File: src/hw/rtl/csfw_pkg.sv
// shared types, codes and sizes for the counting semaphore with waiter queue
package csfw_pkg;

	localparam int MAX_WAITERS    = 16;
	localparam int THREAD_ID_BITS = 8;
	localparam int QIDX_W         = (MAX_WAITERS > 1) ? $clog2(MAX_WAITERS) : 1;
	localparam int FILL_W         = $clog2(MAX_WAITERS + 1);
	localparam int CNT_W          = 16;
	localparam int INIT_W         = 15;
	localparam int ACT_W          = 3;
	localparam int STATUS_W       = 3;

	// request actions
	localparam logic [ACT_W-1:0] ACT_WAIT    = 3'd0;
	localparam logic [ACT_W-1:0] ACT_SIGNAL  = 3'd1;
	localparam logic [ACT_W-1:0] ACT_TRYWAIT = 3'd2;
	localparam logic [ACT_W-1:0] ACT_CLOSE   = 3'd3;
	localparam logic [ACT_W-1:0] ACT_OPEN    = 3'd4;

	// result status codes
	localparam logic [STATUS_W-1:0] ST_OK          = 3'd0;
	localparam logic [STATUS_W-1:0] ST_BLOCKED     = 3'd1;
	localparam logic [STATUS_W-1:0] ST_WOULD_BLOCK = 3'd2;
	localparam logic [STATUS_W-1:0] ST_CLOSED      = 3'd3;
	localparam logic [STATUS_W-1:0] ST_QUEUE_FULL  = 3'd4;
	localparam logic [STATUS_W-1:0] ST_OVERFLOW    = 3'd5;

	localparam logic signed [CNT_W-1:0] COUNT_MAX = 16'sd32767;

	// controller to datapath
	typedef struct packed {
		logic load_item;
		logic exec;
	} dp_cmd_t;

	// datapath to controller
	typedef struct packed {
		logic out_free;
		logic drain_more;
	} dp_sts_t;

endpackage

File: src/hw/rtl/counting_semaphore_fifo_waiters_top.sv
// top level of the counting semaphore with a first-in first-out queue of waiters
//
// Counting semaphore with up to 16 queued waiters. Each request on the slave stream
// carries an action (wait, signal, trywait, close, open) and the caller's thread id;
// every request gives one result on the master stream, except close, which gives one
// result per queued waiter (oldest first, status closed, tuser high, tlast low) and a
// final ok result with tlast high. A request is captured in the idle state, and the
// execute state updates the count, the queue pointers and the output register.
// A close releases one queued waiter per execute or drain step, since the queue
// memory has a single registered read port, read ahead at the next head each cycle.
// Downstream back-pressure holds the result in the output register and stalls the
// controller in execute or drain; the request port is ready only between requests.
// The initial count is written on the cfg channel, which is always ready; it takes
// effect at the next open. The count starts at zero and the semaphore starts closed.
module counting_semaphore_fifo_waiters_top (
	input  logic        clk,
	input  logic        arst_n,
	// request stream
	input  logic        s_tvalid,
	output logic        s_tready,
	input  logic [15:0] s_tdata,   // [2:0] action, [10:3] thread_id, [15:11] zero
	// result stream
	output logic        m_tvalid,
	input  logic        m_tready,
	output logic [15:0] m_tdata,   // [2:0] status, [10:3] woken_thread, [15:11] zero
	output logic [0:0]  m_tuser,   // [0] woken_valid
	output logic        m_tlast,   // last result of the request
	// initial count register
	input  logic        cfg_valid,
	output logic        cfg_ready,
	input  logic [14:0] cfg_data
);
	import csfw_pkg::*;

	dp_cmd_t                   cmd;
	dp_sts_t                   sts;
	logic [STATUS_W-1:0]       res_status;
	logic                      res_woken;
	logic [THREAD_ID_BITS-1:0] res_thread;

	// register writes are always taken
	assign cfg_ready = 1'b1;

	csfw_ctrl u_ctrl (
		.clk      (clk),
		.arst_n   (arst_n),
		.s_tvalid (s_tvalid),
		.s_tready (s_tready),
		.sts      (sts),
		.cmd      (cmd)
	);

	csfw_dp u_dp (
		.clk              (clk),
		.arst_n           (arst_n),
		.cfg_valid        (cfg_valid),
		.cfg_data         (cfg_data),
		.in_action        (s_tdata[ACT_W-1:0]),
		.in_thread        (s_tdata[ACT_W+THREAD_ID_BITS-1:ACT_W]),
		.cmd              (cmd),
		.sts              (sts),
		.out_ready        (m_tready),
		.out_valid        (m_tvalid),
		.out_status       (res_status),
		.out_woken_valid  (res_woken),
		.out_woken_thread (res_thread),
		.out_last         (m_tlast)
	);

	// pack the result, zero fill up to whole bytes
	assign m_tdata = {5'b0, res_thread, res_status};
	assign m_tuser = res_woken;

endmodule

File: src/hw/rtl/csfw_ctrl.sv
// controller state machine: take a request, execute it, drain the queue on close
module csfw_ctrl (
	input  logic              clk,
	input  logic              arst_n,
	input  logic              s_tvalid,
	output logic              s_tready,
	input  csfw_pkg::dp_sts_t sts,
	output csfw_pkg::dp_cmd_t cmd
);
	import csfw_pkg::*;

	typedef enum logic [2:0] {
		S_IDLE  = 3'b001,
		S_EXEC  = 3'b010,
		S_DRAIN = 3'b100
	} state_t;

	state_t state_q, state_d;

	assign s_tready = (state_q == S_IDLE);

	always_comb begin
		state_d       = state_q;
		cmd.load_item = 1'b0;
		cmd.exec      = 1'b0;
		case (state_q)
			S_IDLE: begin
				if (s_tvalid) begin
					cmd.load_item = 1'b1;
					state_d       = S_EXEC;
				end
			end
			S_EXEC, S_DRAIN: begin
				if (sts.out_free) begin
					cmd.exec = 1'b1;
					state_d  = sts.drain_more ? S_DRAIN : S_IDLE;
				end
			end
			default: state_d = S_IDLE;
		endcase
	end

	always_ff @(posedge clk or negedge arst_n) begin
		if (!arst_n) begin
			state_q <= S_IDLE;
		end else begin
			state_q <= state_d;
		end
	end

endmodule

File: src/hw/rtl/csfw_dp.sv
// datapath: count, open flag, waiter queue and output register
module csfw_dp (
	input  logic                                clk,
	input  logic                                arst_n,
	input  logic                                cfg_valid,
	input  logic [csfw_pkg::INIT_W-1:0]         cfg_data,
	input  logic [csfw_pkg::ACT_W-1:0]          in_action,
	input  logic [csfw_pkg::THREAD_ID_BITS-1:0] in_thread,
	input  csfw_pkg::dp_cmd_t                   cmd,
	output csfw_pkg::dp_sts_t                   sts,
	input  logic                                out_ready,
	output logic                                out_valid,
	output logic [csfw_pkg::STATUS_W-1:0]       out_status,
	output logic                                out_woken_valid,
	output logic [csfw_pkg::THREAD_ID_BITS-1:0] out_woken_thread,
	output logic                                out_last
);
	import csfw_pkg::*;

	function automatic logic [QIDX_W-1:0] next_slot(input logic [QIDX_W-1:0] i);
		if (i == QIDX_W'(MAX_WAITERS - 1)) begin
			return '0;
		end
		return i + QIDX_W'(1);
	endfunction

	logic [INIT_W-1:0]          init_count_q;
	logic [ACT_W-1:0]           action_q;
	logic [THREAD_ID_BITS-1:0]  thread_q;
	logic signed [CNT_W-1:0]    count_q, count_d, count_inc;
	logic                       open_q, open_d;
	logic [QIDX_W-1:0]          head_q, tail_q, rd_addr;
	logic [FILL_W-1:0]          fill_q;
	logic [THREAD_ID_BITS-1:0]  queue_q [MAX_WAITERS];
	logic [THREAD_ID_BITS-1:0]  head_data_q;
	logic                       push, pop, fire;
	logic                       fill_nz, fill_full;
	logic [STATUS_W-1:0]        res_status;
	logic                       res_woken, res_last;

	logic                       out_valid_q;
	logic [STATUS_W-1:0]        out_status_q;
	logic                       out_woken_q;
	logic [THREAD_ID_BITS-1:0]  out_thread_q;
	logic                       out_last_q;

	assign fire       = cmd.exec && sts.out_free;
	assign fill_nz    = (fill_q != '0);
	assign fill_full  = (fill_q == FILL_W'(MAX_WAITERS));
	assign count_inc  = count_q + 16'sd1;

	assign sts.out_free   = !out_valid_q || out_ready;
	assign sts.drain_more = (action_q == ACT_CLOSE) && fill_nz;

	// one request's effect on count, flag and queue
	always_comb begin
		count_d    = count_q;
		open_d     = open_q;
		push       = 1'b0;
		pop        = 1'b0;
		res_status = ST_OK;
		res_woken  = 1'b0;
		res_last   = 1'b1;
		case (action_q)
			ACT_WAIT: begin
				if (!open_q) begin
					res_status = ST_CLOSED;
				end else if (count_q > 16'sd0) begin
					count_d = count_q - 16'sd1;
				end else if (fill_full) begin
					res_status = ST_QUEUE_FULL;
				end else begin
					count_d    = count_q - 16'sd1;
					push       = 1'b1;
					res_status = ST_BLOCKED;
				end
			end
			ACT_SIGNAL: begin
				if (!open_q) begin
					res_status = ST_CLOSED;
				end else if (count_q >= COUNT_MAX) begin
					res_status = ST_OVERFLOW;
				end else begin
					count_d = count_inc;
					if (count_inc <= 16'sd0 && fill_nz) begin
						pop       = 1'b1;
						res_woken = 1'b1;
					end
				end
			end
			ACT_TRYWAIT: begin
				if (!open_q) begin
					res_status = ST_CLOSED;
				end else if (count_q > 16'sd0) begin
					count_d = count_q - 16'sd1;
				end else begin
					res_status = ST_WOULD_BLOCK;
				end
			end
			ACT_CLOSE: begin
				open_d = 1'b0;
				if (fill_nz) begin
					pop        = 1'b1;
					res_status = ST_CLOSED;
					res_woken  = 1'b1;
					res_last   = 1'b0;
				end
			end
			ACT_OPEN: begin
				count_d = CNT_W'(init_count_q);
				open_d  = 1'b1;
			end
			default: ;
		endcase
	end

	// read ahead at the head that will stand after this cycle
	assign rd_addr = (fire && pop) ? next_slot(head_q) : head_q;

	always_ff @(posedge clk) begin
		if (fire && push) begin
			queue_q[tail_q] <= thread_q;
		end
		head_data_q <= queue_q[rd_addr];
	end

	always_ff @(posedge clk) begin
		if (cmd.load_item) begin
			action_q <= in_action;
			thread_q <= in_thread;
		end
		if (fire) begin
			out_status_q <= res_status;
			out_woken_q  <= res_woken;
			out_thread_q <= res_woken ? head_data_q : '0;
			out_last_q   <= res_last;
		end
	end

	always_ff @(posedge clk or negedge arst_n) begin
		if (!arst_n) begin
			init_count_q <= '0;
			count_q      <= '0;
			open_q       <= 1'b0;
			head_q       <= '0;
			tail_q       <= '0;
			fill_q       <= '0;
			out_valid_q  <= 1'b0;
		end else begin
			if (cfg_valid) begin
				init_count_q <= cfg_data;
			end
			if (fire) begin
				count_q     <= count_d;
				open_q      <= open_d;
				out_valid_q <= 1'b1;
				if (push) begin
					tail_q <= next_slot(tail_q);
					fill_q <= fill_q + FILL_W'(1);
				end
				if (pop) begin
					head_q <= next_slot(head_q);
					fill_q <= fill_q - FILL_W'(1);
				end
			end else if (out_ready) begin
				out_valid_q <= 1'b0;
			end
		end
	end

	assign out_valid        = out_valid_q;
	assign out_status       = out_status_q;
	assign out_woken_valid  = out_woken_q;
	assign out_woken_thread = out_thread_q;
	assign out_last         = out_last_q;

endmodule

File: config.mk
export PLATFORM = sky130hd
export DESIGN_NAME = counting_semaphore_fifo_waiters_top
export DESIGN_NICKNAME = d
export VERILOG_FILES = /design/src/hw/rtl/csfw_pkg.sv /design/src/hw/rtl/counting_semaphore_fifo_waiters_top.sv /design/src/hw/rtl/csfw_ctrl.sv /design/src/hw/rtl/csfw_dp.sv
export SDC_FILE = /design/constraint.sdc
export NUM_CORES = 1
export LEC_CHECK = 0
export BUFFER_PORTS_ARGS = -buffer_cell sky130_fd_sc_hd__buf_2
export CORE_ASPECT_RATIO = 0.7
export CORE_MARGIN = 2
export CORE_UTILIZATION = 66
export DETAILED_ROUTE_END_ITERATION = 10
export GPL_TIMING_DRIVEN = 0
export PLACE_DENSITY = 0.95
export SKIP_CTS_REPAIR_TIMING = 1
export SYNTH_ARGS = -nofsm -noshare
export SYNTH_HDL_FRONTEND = slang
export SYNTH_SLANG_ARGS = --single-unit
File: constraint.sdc
create_clock -name clk -period 5.3 [get_ports clk]
set_clock_uncertainty 0.05 [all_clocks]
set_input_delay 0.265 -clock clk [delete_from_list [all_inputs] [get_ports clk]]
set_output_delay 0.265 -clock clk [all_outputs]
set_load 0.03 [all_outputs]
==> flow_summary_export.csv <==
group,metric,value,unit
run_status,status,"complete, but fails checks",
run_status,violations,"hold timing",
synth,yosys.area_share.simple,12.8,%
placement,dp_cells,1031,
clock_tree,path_clk_slew,70,ps
drt,drc_errors,0,
setup_path,crit_chain,"inv_1 > ha_1 > or3b_1 > or3_1 > nor4_1 > a31oi_1 > nor4_1 > nand4_1 > nor3_1 > and2_1",
power,p_comb_share,13.4,%
power,ir_drop,0.325,mV
setup_path,crit_family,"simple AND/OR/NAND/NOR gates",
drt,dr.pass1.iters,8,
sta,max-slew-margin-rel,9.50,%
clock_tree,clkLatencyLatePin,500,ps
setup_path,slowest_stage,"and2_1",
global_routing,grt_start_max_net_pins,50,
power,netSwitchingFraction,25.8,%
sta,fin_setup_tns,0,ps
setup_path,critPathMaxStageDelay,550,ps
synth,synth_top_family_by_area,"compound AO/OA/AOI/OAI gates",
die,rows,37,
power,p_int,2.84,mW
setup_path,path_class,"register to register",
sta,rsz0062_at_grt,"false",
synth,ys_types,81,
power,power_switching,0.988,mW
drt,wl,25300,um
clock_tree,cts_root_buffer,"clkbuf_16",
sta,clock.fmax,213,MHz
synth,synth-compound-area-share,13.4,%
global_routing,overflow,0,
die,die_x,149,um
die,start_util,66.9,%
drt,vias_per_cell,6.76,
drt,wl_per_cell,23.2,um
clock_tree,max-clock-path-buffers,3,
global_routing,first_global_vias,6790,
clock_tree,cts_sinks,209,
power,leakage,4.03,nW
sta,period_minus_slack,4700,ps
setup_path,critPathCaptureType,"register",
synth,async_flop_share,23.4,%
run,max_cap_viol_count,0,
synth,synthesis.area,9760,sq um
global_routing,grt.total_usage,32.3,%
synth,synth_warnings,0,
die,die_y,106,um
cells_and_area,syn_to_final_growth,14.2,%
cells_and_area,n_fill_cell,834,
sta,finalCritPeriodShare,88.6,%
setup_path,cp.required,5380,ps
clock_tree,cts_buffers,20,
cells_and_area,fin_nets,931,
clock_tree,ctsHtreeMaxLevel,1,
sta,worstMarginPinSlew,1360,ps
synth,ys_ff_latch,209,
drt,ant_nets,0,
placement,gp_congestion,1.02,
die,die_area,15800,sq um
global_routing,grt_pass1_wl,38100,um
die,core,14600,sq um
placement,dp_hpwl,16900,um
power,pwr-share-seq,50.2,%
setup_path,cp.buffers_inverters,1,
synth,synth_cells,787,
synth,yosysSeqAreaShare,61.0,%
power,p_per_area,344,nW/um^2
drt,route.vias.total,7380,
setup_path,cp_max_fo,8,
setup_path,worstPathArrival,4770,ps
synth,synth_xor_area_share,0.988,%
setup_path,cp-start-kind,"register",
cells_and_area,layout.cells.non_filler,1091,
sta,hold_viol_final,48,
min_path,hold_class,"primary input to asynchronous set/reset pin",
sta,finalSetupViolCount,0,
sta,slew_viol_final,0,
synth,synth_flop_cell,"edfxtp_1",
global_routing,antenna_found_initial,0,
clock_tree,cts_tree,"built",
placement,io_buffer_count,44,
synth,synth_mux_area_share,6.36,%
synth,synth-adder-area-share,1.49,%
drt,drt_iter0_drc,1310,
cells_and_area,diodes,0,
power,power_frac_clock,36.3,%
cells_and_area,drive_gt1_share,17.2,%
synth,synth-edff-count,152,
synth,avgSynthCellArea,12.4,sq um
sta,holdWs,-52.3,ps
setup_path,worst_path_most_repeated_cell,"nor4_1",
die,io_pins,57,
state kept, by name, indices dropped and copies added (netlist names):
name / cells
u_dp.head_q: 4
u_dp.out_status: 3
u_dp.count_q: 16
u_dp.out_woken_thread: 8
u_dp.out_woken_valid: 1
u_dp.fill_q: 5
u_dp.out_valid: 1
u_dp.thread_q: 8
u_dp.queue_q: 128
u_dp.head_data_q: 8
u_ctrl.state_q: 3
u_dp.out_last: 1
u_dp.tail_q: 4
u_dp.open_q: 1
u_dp.init_count_q: 15
u_dp.action_q: 3
power by group through the flow:
stage	Combinational (mW)	Sequential (mW)	Clock, mW
3_3_place_gp	0.458	1.95	0
6_report	0.513	1.92	1.39
2_1_floorplan	0.347	1.93	0
3_5_place_dp	0.475	1.95	0
5_1_grt	0.555	1.93	1.46
4_1_cts	0.480	1.92	1.39
cell type report:
cell class                 instances  area, sq um  area share, %
buffer                            53          318           2.85
clock buffer                      22          529           4.75
clock inverter                    12         97.6          0.876
inverter                          16         62.6          0.562
multi-input combinational        513         3440           30.9
sequential                       209         5950           53.4
tap                              195          244           2.19
timing repair buffer              71          492           4.41
cells in the final DEF, fill, tap and decap left out, types with 6 or more instances in the layout:
cell type	Yosys	routed
clkinv_1	0	10
mux2_2	22	22
a2111oi_0	6	6
inv_1	13	13
buf_4	16	16
a31oi_1	6	6
dlygate4sd3_1	0	26
o21ai_0	56	56
mux2i_1	35	35
nor3_1	18	17
edfxtp_1	152	152
dfrtp_1	48	48
clkbuf_16	0	21
dfxtp_1	8	8
nand2_1	64	64
xnor2_1	7	7
nor2_1	40	40
and2_1	26	26
buf_2	6	50
ha_1	10	10
conb_1	2	6
clkbuf_1	23	24
nand4_1	13	13
a32oi_1	7	7
nand3_1	29	29
and3_1	12	12
a21oi_1	34	34
a211oi_1	17	17
synth_stat cells (3+ instances only):
cell	number	share of area, %
edfxtp_1	152	47
and3_1	12	0.77
xnor2_1	7	0.63
a31o_2	5	0.45
o31ai_1	4	0.31
buf_2	6	0.31
a21boi_0	4	0.31
buf_4	16	1.2
buf_6	4	0.46
o22ai_1	3	0.19
a32oi_1	7	0.63
mux2_2	22	2.5
or2_2	4	0.26
o211ai_1	4	0.31
a21oi_1	34	1.7
o32ai_1	5	0.45
xor2_1	4	0.36
mux2i_1	35	3.6
a211oi_1	17	1.3
nand2b_1	4	0.26
ha_1	10	1.3
inv_1	13	0.50
o21ai_0	56	2.9
dfrtp_1	48	12
clkbuf_1	23	0.88
a2111oi_0	6	0.54
and2_1	26	1.7
nand2_1	64	2.5
nand3_1	29	1.5
a221o_1	5	0.51
o221ai_1	3	0.27
nor2_1	40	1.5
a21o_1	3	0.23
nor4_1	3	0.19
dfxtp_1	8	1.6
nor3_1	18	0.92
nand4_1	13	0.83
a2111o_1	3	0.35
a221oi_1	5	0.45
a31oi_1	6	0.38
a22oi_1	4	0.31
cell families after synthesis:
family | Yosys count
buffers and inverters | 69
DFF | 209
muxes | 58
xor gates and xnor gates | 11
AOI/OAI and AO/OA | 189
adders and majority gates | 11
other | 2
and+or+nand+nor | 238
final timing paths:
| check | endpoint | start | depth (start not counted) | slack [ps] |
|---|---|---|---|---|
| max | u_dp.queue_q[2][0] | u_dp.count_q[0] | 10 | 600 |
| min | u_dp.count_q[13] | arst_n | 1 | -50 |
| max reg2reg | u_dp.queue_q[2][0] | u_dp.count_q[0] | 10 | 600 |
| min reg2reg | u_dp.fill_q[4] | u_dp.fill_q[4] | 1 | 440 |
| max in group asynchronous | u_dp.head_q[2] | arst_n | 1 | 4570 |
| min in group clk | u_ctrl.state_q[0] | s_tvalid | 4 | 120 |
worst reg2reg max path: cells and delay by family (launching register included):
kind            cells  cell delay (ps)
flops               1              460
simple gates        7             3260
compound gates      1              300
fa+ha+maj           1              180
buf+inv             1               90
per-stage QoR:
| stage | setup WS, ps | power [mW] | hold WS (ps) | cell area [sq um] | utilization, % |
|---|---|---|---|---|---|
| after detailed placement | 918 | 2.43 | 393 | 10300 | 70.3 |
| final | 604 | 3.83 | -52.3 | 11100 | 76.4 |
| after global routing | 439 | 3.95 | 43.3 | 11100 | 76.4 |
| after CTS | 849 | 3.79 | -111 | 10900 | 74.6 |
| after global placement | 1050 | 2.40 | 392 | 10200 | 70.2 |
| after floorplan | 1840 | 2.28 | -80.6 | 9770 | - |
per-layer routing:
| layer | up-vias | global-route usage, % | wire length (um) |
|---|---|---|---|
| li1 | 3173 | - | - |
| met1 | 3491 | 48.4 | 9670 |
| met2 | 635 | 46.1 | 11100 |
| met3 | 81 | 9.87 | 3830 |
| met4 | 0 | 8.84 | 723 |
| met5 | - | 0 | 0 |
(Power assumes the default switching activity.)
